[src/csts_ram.sv]
// Generic simple dual-port RAM with registered read.
module csts_ram #(
    parameter int WIDTH = 32,
    parameter int DEPTH = 16,
    localparam int AW = $clog2(DEPTH)
) (
    input  logic             clk,
    input  logic             we,
    input  logic [AW-1:0]    waddr,
    input  logic [WIDTH-1:0] wdata,
    input  logic             re,
    input  logic [AW-1:0]    raddr,
    output logic [WIDTH-1:0] rdata
);

    logic [WIDTH-1:0] mem_reg [DEPTH];
    logic [WIDTH-1:0] rdata_reg;

    // One write and one registered read per cycle.
    always_ff @(posedge clk)
    begin
        if (we)
        begin
            mem_reg[waddr] <= wdata;
        end
        if (re)
        begin
            rdata_reg <= mem_reg[raddr];
        end
    end

    assign rdata = rdata_reg;

endmodule

[config.mk]
export PLATFORM = sky130hd
export DESIGN_NAME = csts_ram
export DESIGN_NICKNAME = d
export VERILOG_FILES = /design/src/csts_ram.sv
export SDC_FILE = /design/constraint.sdc
export NUM_CORES = 1
export LEC_CHECK = 0
export BUFFER_PORTS_ARGS = -buffer_cell sky130_fd_sc_hd__buf_2
export CAP_MARGIN = 0
export CORE_MARGIN = 8
export CORE_UTILIZATION = 66
export DETAILED_ROUTE_END_ITERATION = 8
export PLACE_DENSITY = 0.91
export SKIP_CTS_REPAIR_TIMING = 1
export SLEW_MARGIN = 20
export SYNTH_ARGS = -nofsm -noshare
export SYNTH_HDL_FRONTEND = slang
export SYNTH_SLANG_ARGS = --single-unit
export TNS_END_PERCENT = 1
[constraint.sdc]
create_clock -name clk -period 6.55 [get_ports clk]
set_clock_uncertainty 0.15 [all_clocks]
set_input_delay 0.9825 -clock clk [delete_from_list [all_inputs] [get_ports clk]]
set_output_delay 0.9825 -clock clk [all_outputs]
set_load 0.01 [all_outputs]
==> flow_summary.ini <==
[run_status]
status = finished clean

[route]
drtIter0Drc = 1486
vias_per_cell = 7.218
routed_wl_mm = 49.20
first_pass_iters = 5
drc_errors = 0
wl_per_cell_um = 35.58
ant_nets = 0
vias = 9982

[power_and_ir_drop]
ir_worst_vdd_mv = 0.2125
pwr_density_cell_mw_per_mm2 = 313.5
p_leak_nw = 7.277

[setup_path]
start_kind = input pin
path_buf_inv = 3
slowest_delay_ps = 570
criticalPathCategory = in2reg
cp.required_ps = 6700
cp_cell_sequence = clkbuf_8 -> buf_16 -> buf_4 -> mux4_2 -> a22oi_1 -> nand2_1
end_kind = flip-flop
worstPathArrival_ps = 3240
cp_slowest_cell = mux4_2
critPathMaxFanout = 59
path_delay_family = buffers and inverters

[layout]
fin_area_mm2 = 0.02272
largest_reg_flops = 512
finalNetCount = 990
fillCellCount = 1511
layout-drive-gt1-share_pct = 31.74
areaGrowthSynthToFinish_pct = 12.64
final_common_cell = edfxtp_1
layout_common_cells = edfxtp_1 (544), mux4_2 (128), buf_2 (72)

[timing]
setup_viol = 0
rsz0062_at_grt = no
max_freq_ghz = 0.3241
drv_slew = 0
tns_ps = 0
tightest_slew_ps = 1111
fin_crit_sh_pct = 47.11
slew_headroom_pct = 25.91
min_period_ps = 3086
hold_viol_final = 0

[job]
drv_cap = 0

[global_routing]
grtUsageTotal_pct = 27.42
antenna_found_initial = 2
grt_pass1_wl_mm = 70.12
first_global_vias = 10319
overflow = 0
grt_max_degree = 86

[floorplanning]
io_pins = 75
coreArea_mm2 = 0.03035
chipHeight_um = 190.8
die_w_um = 190.8
floorplan.rows = 64
initial_core_util_pct = 66.47
die-area_mm2 = 0.03642

[logic_synthesis]
avgSynthCellArea_um2 = 24.07
ys_types = 17
netlist_area_mm2 = 0.02017
synthCells = 838
synth_nets = 881
yosys_warnings = 0
ys_seq_area_share_pct = 80.97
ys_ff_latch = 544

[clock_tree]
cts_buffer_depth = 3
root_buffer = clkbuf_16
cts_tree = yes
insertion_delay_ps = 560
clk_pin_slew_ps = 70
numCtsBuffers = 51
ctsHtreeMaxLevel = 2
cts.sinks = 544

[placement]
io_buffer_count = 74
dp_hpwl_mm = 22.58
placed_cell_area_mm2 = 0.02114
place.gp.congestion = 0.7029

[worst_hold_path]
min_path_type = reg2reg
[metal layers]
layer	part of all wire [%]	GRT usage, %
met3	12	6.145
met1	33	35.34
met2	50	44.86
met5	0.020	0
met4	4.4	12.05
[report_power, final]
part	switching (mW)	internal (mW)	leakage [nW]
clock network	1.24	1.58	0.764
logic	0.215	0.134	1.57
registers	0.0300	3.92	4.94
[final timing paths]
kind / end / slack (ps) / cells past startpoint / start
max reg2reg: rdata[0] / 4820 / 3 / mem_reg[7][0]
max: rdata[27] / 3460 / 6 / raddr[0]
min: rdata[8] / 590 / 3 / mem_reg[13][8]
min reg2reg: rdata[8] / 590 / 3 / mem_reg[13][8]
[final cells by class]
| class | count | area, um2 | share of cell area [%] |
|---|---|---|---|
| Timing Repair Buffer | 99 | 589.3 | 2.593 |
| Clock buffer | 60 | 1310 | 5.765 |
| Antenna cell | 1 | 2.502 | 0.01101 |
| Tap cell | 396 | 495.5 | 2.180 |
| Sequential cell | 544 | 16340 | 71.89 |
| Multi-Input combinational cell | 251 | 3750 | 16.50 |
| Clock inverter | 32 | 241.5 | 1.063 |
[cells by family (layout without fill, tap and decap cells)]
group	count (synthesis)	in the layout	synth area share (%)
flops	544	544	80.97
mux	128	128	14.29
compound gates	64	64	2.382
simple gates	59	59	1.253
buf+inv	43	191	1.104
other cells	0	1	0
[tightest hold or removal path, cell delays in order, from the launching register on]
cell and delay (ps):
edfxtp_1 310, mux4_2 220, a22oi_1 50, nand2_1 50
[cells in the mapped netlist]
master	number	share of area, %
edfxtp_1	544	81
mux4_2	128	14
a22oi_1	64	2.4
nand2_1	33	0.61
clkbuf_1	17	0.32
nor2_1	13	0.24
buf_4	11	0.41
buf_1	9	0.17
buf_2	4	0.099
nor3_1	4	0.099
buf_6	2	0.11
nand2b_1	2	0.062
nand3b_1	2	0.074
nor2b_1	2	0.062
and2_1	1	0.031
nand3_1	1	0.025
or3b_2	1	0.043
[through the flow]
step / setup WS [ps] / power [mW] / util [%] / hold WS, ps / instances
floorplan: 2238 / 4.208 / - / 560.3 / 838
global placement: 2888 / 4.331 / 69.67 / 569.3 / 1289
detailed placement: 2809 / 4.358 / 69.67 / 583.3 / 1289
CTS: 3312 / 7.142 / 74.78 / 598.7 / 1381
global route: 3303 / 7.289 / 74.88 / 627.3 / 1383
finish: 3464 / 7.125 / 74.88 / 585.8 / 1383
(Power assumes the default switching activity.)
