**config.mk**
```make
export PLATFORM = sky130hd
export DESIGN_NAME = csts_jobq
export DESIGN_NICKNAME = d
export VERILOG_FILES = /design/src/csts_pkg.sv /design/src/csts_jobq.sv
export SDC_FILE = /design/constraint.sdc
export NUM_CORES = 1
export LEC_CHECK = 0
export BUFFER_PORTS_ARGS = -buffer_cell sky130_fd_sc_hd__buf_2
export CAP_MARGIN = 5
export CORE_ASPECT_RATIO = 0.8
export CORE_MARGIN = 3
export CORE_UTILIZATION = 35
export CTS_CLUSTER_SIZE = 30
export DETAILED_ROUTE_END_ITERATION = 12
export GPL_ROUTABILITY_DRIVEN = 0
export PLACE_DENSITY = 0.55
export SLEW_MARGIN = 20
export SYNTH_ARGS = -nofsm -noshare
export SYNTH_HDL_FRONTEND = slang
export SYNTH_SLANG_ARGS = --single-unit
```
**constraint.sdc**
```tcl
create_clock -name clk -period 3.4 [get_ports clk]
set_input_delay 0.68 -clock clk [delete_from_list [all_inputs] [get_ports clk]]
set_output_delay 0.68 -clock clk [all_outputs]
set_load 0.03 [all_outputs]
```
**src/csts_pkg.sv**
```systemverilog
// Shared constants, types and helpers of the cubic spline trajectory sampler.
package csts_pkg;

    localparam int MAX_POINTS = 16;
    localparam int AXES       = 6;
    localparam int PT_W       = 4;
    localparam int AX_W       = 3;
    localparam int CNT_W      = 5;
    localparam int TBL_DEPTH  = MAX_POINTS * AXES;
    localparam int TBL_AW     = 7;
    localparam int T_W        = 48;
    localparam int RES_W      = 56;
    localparam int MAG_W      = 50;
    localparam int HALF_W     = 25;
    localparam int BOP_W      = 33;
    localparam int ACC_W      = 84;
    localparam int PP_W       = HALF_W + BOP_W;

    localparam logic [31:0]      PERIOD_RESET = 32'd655;
    localparam logic [CNT_W-1:0] COUNT_RESET  = 5'd2;

    // Configuration register indexes.
    localparam logic CFG_PERIOD = 1'b0;
    localparam logic CFG_COUNT  = 1'b1;

    // Request codes.
    localparam logic REQ_LOAD   = 1'b0;
    localparam logic REQ_SAMPLE = 1'b1;

    typedef enum logic [1:0] {
        JOB_ZERO,
        JOB_END,
        JOB_SEG
    } job_kind_t;

    typedef struct packed {
        job_kind_t        kind;
        logic [PT_W-1:0]  seg;
        logic [31:0]      tau;
        logic [31:0]      dur;
    } job_t;

    typedef struct packed {
        logic [AX_W-1:0] axis;
        logic [31:0]     pos;
        logic            last;
    } out_t;

    // Table address of one point and axis.
    function automatic logic [TBL_AW-1:0] tbl_addr(input logic [PT_W-1:0] pt,
                                                   input logic [AX_W-1:0] ax);
        tbl_addr = TBL_AW'(pt) * TBL_AW'(AXES) + TBL_AW'(ax);
    endfunction

endpackage

```
**src/csts_jobq.sv**
```systemverilog
// Two-entry queue of jobs between the front and back ends.
module csts_jobq import csts_pkg::*; (
    input  logic clk,
    input  logic rst_n,
    input  logic wr,
    input  job_t wr_job,
    input  logic rd,
    output job_t rd_job,
    output logic empty,
    output logic full
);

    job_t       slot_reg [2];
    logic       wp_reg, wp_next;
    logic       rp_reg, rp_next;
    logic [1:0] cnt_reg, cnt_next;
    logic       do_wr, do_rd;

    assign empty  = (cnt_reg == 2'd0);
    assign full   = (cnt_reg == 2'd2);
    assign do_wr  = wr && !full;
    assign do_rd  = rd && !empty;
    assign rd_job = slot_reg[rp_reg];

    // Pointer and count update.
    always_comb
    begin
        wp_next  = wp_reg ^ do_wr;
        rp_next  = rp_reg ^ do_rd;
        cnt_next = cnt_reg + 2'(do_wr) - 2'(do_rd);
    end

    always_ff @(posedge clk or negedge rst_n)
    begin
        if (!rst_n)
        begin
            wp_reg  <= 1'b0;
            rp_reg  <= 1'b0;
            cnt_reg <= 2'd0;
        end
        else
        begin
            wp_reg  <= wp_next;
            rp_reg  <= rp_next;
            cnt_reg <= cnt_next;
        end
    end

    // Storage.
    always_ff @(posedge clk)
    begin
        if (do_wr)
        begin
            slot_reg[wp_reg] <= wr_job;
        end
    end

endmodule

```
==> results.json <==
{
  "syn-cell-area_sq_mm": 0.00562,
  "synthCells": 238,
  "reg2reg_from": "cnt_reg[0]$_DFF_PN0_",
  "netlist.area_leader.share": 0.748,
  "synth_seq_cells": 144,
  "r2r_slack_ns": 1.44,
  "placed_cell_area_sq_mm": 0.00654,
  "root_buffer": "clkbuf_16",
  "drt_iter0_drc": 102,
  "slew_headroom": 0.461,
  "largest_reg_flops": 140,
  "path_max_fanout": 42,
  "postCtsSetupBuffers": 0,
  "path_cells": "buf_4 -> mux2_4 -> buf_2",
  "rows": 40,
  "port_buffers": 145,
  "cp_num_buf_inv": 2,
  "slowest_delay_ns": 0.62,
  "dr_total_vias": 2682,
  "grt_pass1_wl_um": 15600,
  "drtAntennaViolNets": 0,
  "cts_buffers": 17,
  "rsz0062_at_grt": "false",
  "pwr_density_cell_mw_per_mm2": 986,
  "core_area_sq_mm": 0.0154,
  "path_clk_slew_ns": 0.05,
  "antenna_found_initial": 0,
  "htree_levels": 4,
  "grt_max_degree": 45,
  "worst_setup_path_end_kind": "primary output",
  "grt_use_total": 0.119,
  "wire_per_inst_um": 16.4,
  "grt-ovfl-total": 0,
  "initial_core_util": 0.366,
  "critPathTopFamily": "buffers and inverters",
  "setup_tns_ns": 0,
  "fp.dieW_um": 148,
  "diodes": 0,
  "area_growth_pct": 27.4,
  "cts_tree": "yes",
  "synthArstFlopShare": 0.0278,
  "ys.flop_type": "edfxtp_1",
  "fill_cells": 1351,
  "insertion_delay_ns": 0.41,
  "syn_nets": 316,
  "fmax_mhz": 371,
  "nNetsFinal": 476,
  "cap_violations": 0,
  "firstDrtPassIters": 4,
  "worst_slew_pin_slew_ns": 0.808,
  "start_kind": "flip-flop",
  "clk_path_buf_depth": 2,
  "slowest_stage": "buf_4",
  "cts_resized": 0,
  "worstPathRequired_ns": 2.72,
  "p_leak_nw": 2.89,
  "postRouteWirelength_um": 10200,
  "drc": 0,
  "outcome": "finished clean",
  "ir_drop_mv": 0.533,
  "power_mw": 7.06,
  "yosysWarnings": 0,
  "r2r_end": "slot_reg[1][20]$_DFFE_PP_",
  "dp_hpwl_um": 6670,
  "finalCritPeriodShare": 0.793,
  "ys_seq_area_frac": 0.766,
  "final_cell_area_sq_mm": 0.00716,
  "synth.distinct_cells": 15,
  "final_util": 0.466,
  "synth_area_leaders": "edfxtp_1 (75%), mux2_4 (18%), buf_12 (2.5%)",
  "clock_sinks": 144,
  "synth.most_common_cell": "edfxtp_1",
  "io_pins": 146,
  "clock_skew_ns": 0.00767,
  "r2r_cells": 4,
  "via_per_inst": 4.32,
  "slew_violations": 0,
  "dieHeight_um": 119,
  "yosysTopAreaCell": "edfxtp_1",
  "worstSetupPathType": "flip-flop to primary output",
  "netlist_top_cells_count": "edfxtp_1 (140), mux2_4 (69), buf_12 (7)",
  "syn_avg_cell_area_sq_um": 23.6,
  "place_ws_ns": 1.10,
  "drive_gt1_frac": 0.611,
  "first_global_vias": 2776,
  "setup_viol": 0,
  "dieArea_sq_mm": 0.0176,
  "synth_edf_count": 140,
  "crit_arrival_ns": 2.02,
  "hold_violations": 0,
  "setup_ws_ns": 0.703,
  "worstHoldPathType": "primary input to asynchronous set/reset pin",
  "cts_hold_buffers": 0,
  "fin_crit_ns": 2.70
}
layer usage:
| layer | track usage | vias up | part of all wire | routed length (um) |
|---|---|---|---|---|
| li1 | - | 1257 | - | - |
| met1 | 0.166 | 1313 | 0.46 | 4720 |
| met2 | 0.160 | 103 | 0.44 | 4510 |
| met3 | 0.0612 | 9 | 0.088 | 898 |
| met4 | 0.0367 | 0 | 0.0080 | 82 |
| met5 | 0 | - | 0 | 0 |
per-stage QoR:
step           hold WS [ns]  std cells
6_report             0.0828        621
5_1_grt              0.0567        621
4_1_cts              0.0597        621
3_5_place_dp          0.505        589
3_3_place_gp          0.498        589
2_1_floorplan         0.384        238
how the worst max path moves through the flow:
stage / startpoint / endpoint / slack [ns] / cells after the start
floorplan: wr / slot_reg[1][0]$_DFFE_PP_ / 0.46 / 2
global placement: rp_reg$_DFF_PN0_ / rd_job[46] / 1.12 / 3
detailed placement: rp_reg$_DFF_PN0_ / rd_job[0] / 1.10 / 3
CTS: rp_reg$_DFF_PN0_ / rd_job[0] / 0.66 / 3
global route: rp_reg$_DFF_PN0_ / rd_job[47] / 0.60 / 3
finish: rp_reg$_DFF_PN0_ / rd_job[47] / 0.70 / 3
cells by family (layout without fill, tap and decap cells):
group | count (synthesis) | in the layout | synth area share
xor gates and xnor gates | 3 | 3 | 0.00467
muxes | 70 | 70 | 0.186
and+or+nand+nor | 4 | 4 | 0.00356
adders and majority gates | 4 | 4 | 0.00890
buffers and inverters | 12 | 185 | 0.0296
DFF | 144 | 144 | 0.766
AOI/OAI and AO/OA | 1 | 1 | 0.00134
power breakdown:
part	switching [mW]	total [mW]	internal [mW]
combinational	1.59	2.61	1.02
clock	0.691	1.92	1.23
sequential	0.103	2.53	2.43
final cells by class:
class | count | area [sq um] | share of cell area
Clock buffer | 18 | 429 | 0.0599
Clock inverter | 14 | 188 | 0.0262
Inverter | 4 | 15.0 | 0.00210
Multi-Input combinational cell | 82 | 1180 | 0.164
Sequential cell | 144 | 4310 | 0.602
Tap cell | 210 | 263 | 0.0367
Timing Repair Buffer | 149 | 781 | 0.109
placed cells by master, fill, tap and decap left out, drive strengths merged, types with 2 or more instances in the layout:
| cell type | count |
|---|---|
| buf | 149 |
| edfxtp | 140 |
| mux2 | 70 |
| clkbuf | 18 |
| inv | 7 |
| clkinv | 5 |
| bufinv | 4 |
| dfrtp | 4 |
| ha | 4 |
| xnor2 | 2 |
| clkinvlp | 2 |
Note: power is estimated with default switching activity, not from simulation.
