<file path="config.mk">
export PLATFORM = sky130hd
export DESIGN_NAME = csts_front
export DESIGN_NICKNAME = d
export VERILOG_FILES = /design/src/csts_pkg.sv /design/src/csts_ram.sv /design/src/csts_front.sv
export SDC_FILE = /design/constraint.sdc
export NUM_CORES = 2
export LEC_CHECK = 0
export ABC_AREA = 1
export BUFFER_PORTS_ARGS = -buffer_cell sky130_fd_sc_hd__buf_2
export CAP_MARGIN = 20
export CORE_UTILIZATION = 55
export CTS_CLUSTER_SIZE = 25
export DETAILED_ROUTE_END_ITERATION = 12
export PLACE_DENSITY = 0.76
export RECOVER_POWER = 50
export SLEW_MARGIN = 20
export SYNTH_ARGS = -nofsm -noshare
export SYNTH_HDL_FRONTEND = slang
export SYNTH_SLANG_ARGS = --single-unit
</file>
<file path="constraint.sdc">
create_clock -name clk -period 8.3 [get_ports clk]
set_input_delay 0.83 -clock clk [delete_from_list [all_inputs] [get_ports clk]]
set_output_delay 0.83 -clock clk [all_outputs]
set_load 0.02 [all_outputs]
</file>
<file path="src/csts_pkg.sv">
// Shared constants, types and helpers of the cubic spline trajectory sampler.
package csts_pkg;

    localparam int MAX_POINTS = 16;
    localparam int AXES       = 6;
    localparam int PT_W       = 4;
    localparam int AX_W       = 3;
    localparam int CNT_W      = 5;
    localparam int TBL_DEPTH  = MAX_POINTS * AXES;
    localparam int TBL_AW     = 7;
    localparam int T_W        = 48;
    localparam int RES_W      = 56;
    localparam int MAG_W      = 50;
    localparam int HALF_W     = 25;
    localparam int BOP_W      = 33;
    localparam int ACC_W      = 84;
    localparam int PP_W       = HALF_W + BOP_W;

    localparam logic [31:0]      PERIOD_RESET = 32'd655;
    localparam logic [CNT_W-1:0] COUNT_RESET  = 5'd2;

    // Configuration register indexes.
    localparam logic CFG_PERIOD = 1'b0;
    localparam logic CFG_COUNT  = 1'b1;

    // Request codes.
    localparam logic REQ_LOAD   = 1'b0;
    localparam logic REQ_SAMPLE = 1'b1;

    typedef enum logic [1:0] {
        JOB_ZERO,
        JOB_END,
        JOB_SEG
    } job_kind_t;

    typedef struct packed {
        job_kind_t        kind;
        logic [PT_W-1:0]  seg;
        logic [31:0]      tau;
        logic [31:0]      dur;
    } job_t;

    typedef struct packed {
        logic [AX_W-1:0] axis;
        logic [31:0]     pos;
        logic            last;
    } out_t;

    // Table address of one point and axis.
    function automatic logic [TBL_AW-1:0] tbl_addr(input logic [PT_W-1:0] pt,
                                                   input logic [AX_W-1:0] ax);
        tbl_addr = TBL_AW'(pt) * TBL_AW'(AXES) + TBL_AW'(ax);
    endfunction

endpackage

</file>
<file path="src/csts_ram.sv">
// Generic simple dual-port RAM with registered read.
module csts_ram #(
    parameter int WIDTH = 32,
    parameter int DEPTH = 16,
    localparam int AW = $clog2(DEPTH)
) (
    input  logic             clk,
    input  logic             we,
    input  logic [AW-1:0]    waddr,
    input  logic [WIDTH-1:0] wdata,
    input  logic             re,
    input  logic [AW-1:0]    raddr,
    output logic [WIDTH-1:0] rdata
);

    logic [WIDTH-1:0] mem_reg [DEPTH];
    logic [WIDTH-1:0] rdata_reg;

    // One write and one registered read per cycle.
    always_ff @(posedge clk)
    begin
        if (we)
        begin
            mem_reg[waddr] <= wdata;
        end
        if (re)
        begin
            rdata_reg <= mem_reg[raddr];
        end
    end

    assign rdata = rdata_reg;

endmodule

</file>
<file path="src/csts_front.sv">
// Front end: takes words, writes waypoints and searches for the segment of a sample.
module csts_front import csts_pkg::*; (
    input  logic              clk,
    input  logic              rst_n,
    input  logic              push,
    output logic              full,
    input  logic              req_type,
    input  logic [PT_W-1:0]   point_index,
    input  logic [AX_W-1:0]   axis_index,
    input  logic [31:0]       point_time,
    input  logic [31:0]       point_pos,
    input  logic [31:0]       point_vel,
    input  logic [15:0]       sample_index,
    input  logic              cfg_we,
    input  logic              cfg_index,
    input  logic [31:0]       cfg_data,
    input  logic              back_idle,
    input  logic              jobq_full,
    output logic              job_push,
    output job_t              job,
    output logic              tbl_we,
    output logic [TBL_AW-1:0] tbl_waddr,
    output logic [31:0]       pos_wdata,
    output logic [31:0]       vel_wdata
);

    typedef enum logic [1:0] {
        F_IDLE,
        F_LOAD,
        F_SEARCH,
        F_PUSH
    } fstate_t;

    fstate_t          state_reg, state_next;
    logic [31:0]      period_reg, period_next;
    logic [CNT_W-1:0] count_reg, count_next;
    logic [CNT_W-1:0] n_reg, n_next;
    logic [CNT_W-1:0] issue_reg, issue_next;
    logic             dv_reg, dv_next;
    logic [PT_W-1:0]  di_reg, di_next;
    logic             found_reg, found_next;
    logic             end_reg, end_next;
    logic [PT_W-1:0]  ld_point_reg, ld_point_next;
    logic [AX_W-1:0]  ld_axis_reg, ld_axis_next;
    logic [31:0]      ld_time_reg, ld_time_next;
    logic [31:0]      ld_pos_reg, ld_pos_next;
    logic [31:0]      ld_vel_reg, ld_vel_next;
    logic [T_W-1:0]   t_reg, t_next;
    logic [31:0]      prev_reg, prev_next;
    logic [PT_W-1:0]  seg_reg, seg_next;
    logic [31:0]      tau_reg, tau_next;
    logic [31:0]      dur_reg, dur_next;

    logic             time_re;
    logic [31:0]      time_rdata;
    logic [PT_W-1:0]  last_idx;
    logic [CNT_W-1:0] n_clamp;

    // Waypoint times, read one entry a cycle during the search.
    csts_ram #(.WIDTH(32), .DEPTH(MAX_POINTS)) u_time_ram (
        .clk   (clk),
        .we    (tbl_we),
        .waddr (ld_point_reg),
        .wdata (ld_time_reg),
        .re    (time_re),
        .raddr (issue_reg[PT_W-1:0]),
        .rdata (time_rdata)
    );

    assign last_idx  = PT_W'(n_reg - CNT_W'(1));
    assign tbl_waddr = tbl_addr(ld_point_reg, ld_axis_reg);
    assign pos_wdata = ld_pos_reg;
    assign vel_wdata = ld_vel_reg;

    // Point count held to the usable range.
    always_comb
    begin
        if (count_reg < CNT_W'(2))
        begin
            n_clamp = CNT_W'(2);
        end
        else if (count_reg > CNT_W'(MAX_POINTS))
        begin
            n_clamp = CNT_W'(MAX_POINTS);
        end
        else
        begin
            n_clamp = count_reg;
        end
    end

    // Job handed to the back end; the final time wins over any segment.
    always_comb
    begin
        job.tau = tau_reg;
        job.dur = dur_reg;
        if (end_reg)
        begin
            job.kind = JOB_END;
            job.seg  = last_idx;
        end
        else if (found_reg)
        begin
            job.kind = JOB_SEG;
            job.seg  = seg_reg;
        end
        else
        begin
            job.kind = JOB_ZERO;
            job.seg  = seg_reg;
        end
    end

    // Sequencer of the front end.
    always_comb
    begin
        state_next    = state_reg;
        period_next   = period_reg;
        count_next    = count_reg;
        n_next        = n_reg;
        issue_next    = issue_reg;
        dv_next       = 1'b0;
        di_next       = issue_reg[PT_W-1:0];
        found_next    = found_reg;
        end_next      = end_reg;
        ld_point_next = ld_point_reg;
        ld_axis_next  = ld_axis_reg;
        ld_time_next  = ld_time_reg;
        ld_pos_next   = ld_pos_reg;
        ld_vel_next   = ld_vel_reg;
        t_next        = t_reg;
        prev_next     = prev_reg;
        seg_next      = seg_reg;
        tau_next      = tau_reg;
        dur_next      = dur_reg;
        full          = (state_reg != F_IDLE);
        time_re       = 1'b0;
        tbl_we        = 1'b0;
        job_push      = 1'b0;

        if (cfg_we)
        begin
            unique case (cfg_index)
                CFG_PERIOD: period_next = cfg_data;
                CFG_COUNT:  count_next  = cfg_data[CNT_W-1:0];
            endcase
        end

        unique case (state_reg)
            F_IDLE:
            begin
                if (push)
                begin
                    ld_point_next = point_index;
                    ld_axis_next  = axis_index;
                    ld_time_next  = point_time;
                    ld_pos_next   = point_pos;
                    ld_vel_next   = point_vel;
                    t_next        = T_W'(sample_index) * T_W'(period_reg);
                    n_next        = n_clamp;
                    issue_next    = '0;
                    found_next    = 1'b0;
                    end_next      = 1'b0;
                    if (req_type == REQ_LOAD)
                    begin
                        state_next = F_LOAD;
                    end
                    else
                    begin
                        state_next = F_SEARCH;
                    end
                end
            end
            F_LOAD:
            begin
                // Tables change only while no sample is in the back end.
                if (back_idle)
                begin
                    tbl_we     = (ld_axis_reg < AX_W'(AXES));
                    state_next = F_IDLE;
                end
            end
            F_SEARCH:
            begin
                if (issue_reg < n_reg)
                begin
                    time_re    = 1'b1;
                    issue_next = issue_reg + CNT_W'(1);
                end
                dv_next = time_re;
                if (dv_reg)
                begin
                    prev_next = time_rdata;
                    if (di_reg != '0 && t_reg >= {16'b0, prev_reg}
                        && t_reg < {16'b0, time_rdata})
                    begin
                        found_next = 1'b1;
                        seg_next   = di_reg - PT_W'(1);
                        tau_next   = t_reg[31:0] - prev_reg;
                        dur_next   = time_rdata - prev_reg;
                    end
                    if (di_reg == last_idx)
                    begin
                        end_next   = (t_reg == {16'b0, time_rdata});
                        state_next = F_PUSH;
                    end
                end
            end
            F_PUSH:
            begin
                if (!jobq_full)
                begin
                    job_push   = 1'b1;
                    state_next = F_IDLE;
                end
            end
            default:
            begin
                state_next = F_IDLE;
            end
        endcase
    end

    // Control state and configuration.
    always_ff @(posedge clk or negedge rst_n)
    begin
        if (!rst_n)
        begin
            state_reg  <= F_IDLE;
            period_reg <= PERIOD_RESET;
            count_reg  <= COUNT_RESET;
            dv_reg     <= 1'b0;
        end
        else
        begin
            state_reg  <= state_next;
            period_reg <= period_next;
            count_reg  <= count_next;
            dv_reg     <= dv_next;
        end
    end

    // Working registers of the search.
    always_ff @(posedge clk)
    begin
        n_reg        <= n_next;
        issue_reg    <= issue_next;
        di_reg       <= di_next;
        found_reg    <= found_next;
        end_reg      <= end_next;
        ld_point_reg <= ld_point_next;
        ld_axis_reg  <= ld_axis_next;
        ld_time_reg  <= ld_time_next;
        ld_pos_reg   <= ld_pos_next;
        ld_vel_reg   <= ld_vel_next;
        t_reg        <= t_next;
        prev_reg     <= prev_next;
        seg_reg      <= seg_next;
        tau_reg      <= tau_next;
        dur_reg      <= dur_next;
    end

endmodule

</file>
==> results.py <==
metrics = {
    "yosys": {
        "seq_area_frac_synth_pct": 47.45,
        "syn_inst": 5136,
        "avgSynthCellArea_um2": 10.39,
        "synth_area_um2": 53370,
        "ys.warnings.count": 0,
        "synth_area_leaders": "edfxtp_1 (45%), fa_1 (16%), nand2_1 (7.3%)",
        "synth_area_leader_cell": "edfxtp_1",
        "synth-seq-cells": 851,
        "ys.flop_type": "edfxtp_1",
        "synth_cell_type_count": 61,
        "syn_nets": 5951,
        "netlist.area_leader.share_pct": 45.41,
        "synth-edff-count": 807,
        "postSynth.asyncResetShare_pct": 4.700,
    },
    "clock_tree": {
        "clockRootBuffer": "clkbuf_16",
        "clockBufferDepth": 3,
        "clock_latency_ns": 0.70,
        "cts_tree": "yes",
        "cts_resized": 0,
        "ctsHoldBuffers": 0,
        "htree_levels": 3,
        "path_clk_slew_ns": 0.06,
        "cts_sinks": 851,
        "numCtsBuffers": 87,
        "post_cts_buffers": 0,
    },
    "worst_setup_path": {
        "worst_path_most_repeated_cell": "fa_1",
        "critPathMaxFanout": 17,
        "reg2reg_depth": 20,
        "endpoint": "t_reg[33]$_DFFE_PP_",
        "r2r-end": "t_reg[33]$_DFFE_PP_",
        "critPathLaunch": "period_reg[13]$_DFFE_PN0P_",
        "crit_chain": "nand2_1 -> fa_1 -> inv_1 -> fa_1 -> fa_1 -> fa_1 -> fa_1 -> inv_1 -> fa_1 -> inv_1 -> ha_1 -> nand2_1 -> nor2_1 -> nand2_1 -> inv_1 -> nand4_1 -> nand3_1 -> nand3_1 -> nand3_1 -> nand2_1",
        "r2r_slack_ns": 2.16,
        "cp-end-kind": "flop",
        "slowest_delay_ns": 0.94,
        "path_delay_family": "adder cells",
        "rr_startpoint": "period_reg[13]$_DFFE_PN0P_",
        "arrival_ns": 6.55,
        "crit_slowest_cell": "dfrtp_1",
        "startpoint_type": "flop",
        "crit_type": "flop to flop",
        "path_buf_inv": 4,
        "path_depth": 20,
        "cp.required_ns": 8.71,
    },
    "worst_hold_path": {
        "min_path_type": "primary input to flop",
    },
    "sta": {
        "fmax_ghz": 0.1629,
        "setup_viol": 0,
        "tightest_slew_ns": 5.015,
        "maxSlewViolCount": 516,
        "final-hold-violation-count": 0,
        "rsz0062_at_grt": "no",
        "min_period_ns": 6.139,
        "clock_skew_ns": 0.05702,
        "max_slew_margin_pct": -234.4,
        "fin_crit_sh_pct": 73.97,
        "fin_tns_setup_ns": 0,
    },
    "placed_design": {
        "place_congestion": 0.9831,
        "dpl.hpwl_um": 91580,
        "port_buffers": 302,
    },
    "job": {
        "max_cap_violations": 7,
    },
    "run_status": {
        "violations": "capacitance limit, slew limit",
        "status": "complete, but fails checks",
    },
    "floorplan": {
        "die_x_um": 313.5,
        "top_level_ports": 303,
        "initial_utilization_pct": 55.84,
        "fp.coreArea_um2": 95580,
        "die_h_um": 313.5,
        "core.rowCount": 113,
        "dieArea_um2": 98290,
    },
    "grt": {
        "grt_max_degree": 260,
        "grt_pass1_vias": 38036,
        "grt_first_pass_wirelength_um": 209100,
        "grt_antenna_before_repair": 8,
        "grt_overflow": 0,
        "grt_usage_pct": 27.75,
    },
    "routing": {
        "wl_per_cell_um": 20.10,
        "dr.pass1.iters": 6,
        "wl_um": 134300,
        "viasPerCell": 5.593,
        "vias": 37373,
        "detail-route-antenna-nets": 0,
        "drt_iter0_markers": 3365,
        "drc": 0,
    },
    "finish": {
        "layout.nets": 6160,
        "drive_gt1_share_pct": 7.461,
        "area_growth_pct": 9.391,
        "largest_reg_flops": 512,
    },
}
## logic make-up (layout without fill, tap and decap cells)
logic type,Yosys count,after routing,share of synthesized area [%]
other,0,2,0
and+or+nand+nor,1756,1756,13.20
AOI/OAI and AO/OA,571,571,6.691
xor gates and xnor gates,86,86,1.425
DFF,851,851,47.45
muxes,78,78,1.526
buffers and inverters,1138,1417,8.400
adders and majority gates,656,656,21.31
## worst min path at each step
stage,from,endpoint,slack (ns),cells past startpoint
2_1_floorplan,issue_reg[0]$_SDFFCE_PN0P_,di_reg[0]$_DFF_P_,0.40,0
3_3_place_gp,issue_reg[3]$_SDFFCE_PN0P_,di_reg[3]$_DFF_P_,0.45,0
3_5_place_dp,issue_reg[3]$_SDFFCE_PN0P_,di_reg[3]$_DFF_P_,0.45,0
4_1_cts,rst_n,period_reg[26]$_DFFE_PN0P_,0.22,2
5_1_grt,point_vel[27],vel_wdata[27]$_DFFE_PP_,0.30,1
6_report,point_vel[6],vel_wdata[6]$_DFFE_PP_,0.32,1
## area by class of cell
class	instances	area, µm²
clock inverter	46	421.7
tap	1265	1583
antenna	2	5.005
sequential	851	25320
clock buffer	113	2327
fill	7785	37190
multi-input combinational	3147	23680
timing repair buffer	332	1565
inverter	926	3483
## cell usage after synthesis, types with 52 or more instances
cell type and count:
inv_1 920, o32ai_1 77, xor2_1 67, edfxtp_1 807, nand2_1 1045, fa_1 422, ha_1 234, o221ai_1 52
a21oi_1 149, o21ai_0 210, clkbuf_1 158, nor2_1 477, nand3_1 139
## placed cells by master (no fill, tap or decap), types with 9 or more instances in the layout
master     netlist  final
nand2_1       1045   1045
inv_1          920    919
edfxtp_1       807    807
nor2_1         477    458
fa_1           422    422
ha_1           234    234
o21ai_0        210    215
clkbuf_1       158    168
buf_2           22    162
a21oi_1        149    150
nand3_1        139    140
clkbuf_16        0     89
o32ai_1         77     77
xor2_1          67     67
o221ai_1        52     52
mux2i_1         51     51
dfrtp_1         33     33
nand4_1         28     28
mux2_2          27     26
buf_4           13     22
o21bai_1        18     19
clkinv_1         2     19
nor2_4           1     19
xnor2_1         18     18
nor3_1          17     17
o211ai_1        15     15
a21o_1          13     13
clkinv_2         0     13
nor2_2           9     10
nand2_2          9      9
## metrics by stage
step           instances  hold slack (ns)  setup WS [ns]  utilization (%)  area [µm²]
3_5_place_dp        6521           0.4462          1.624            58.46       55870
3_3_place_gp        6521           0.4512          1.726            58.46       55870
5_1_grt             6682           0.3010          1.860            61.09       58380
4_1_cts             6680           0.2182          2.182            61.34       58620
6_report            6682           0.3222          2.161            61.09       58380
2_1_floorplan       5136           0.3987         0.3215                -       53370
## layer usage
layer,up-vias,routed length (µm),global-route usage (%)
met5,-,27,0
met4,4,4896,11.34
met3,317,10550,3.991
met2,1610,65050,46.27
met1,18384,53820,36.68
li1,17058,-,-
Power is not shown: default switching activity piles up to over one toggle a cycle in this logic, so the estimate is an artifact.
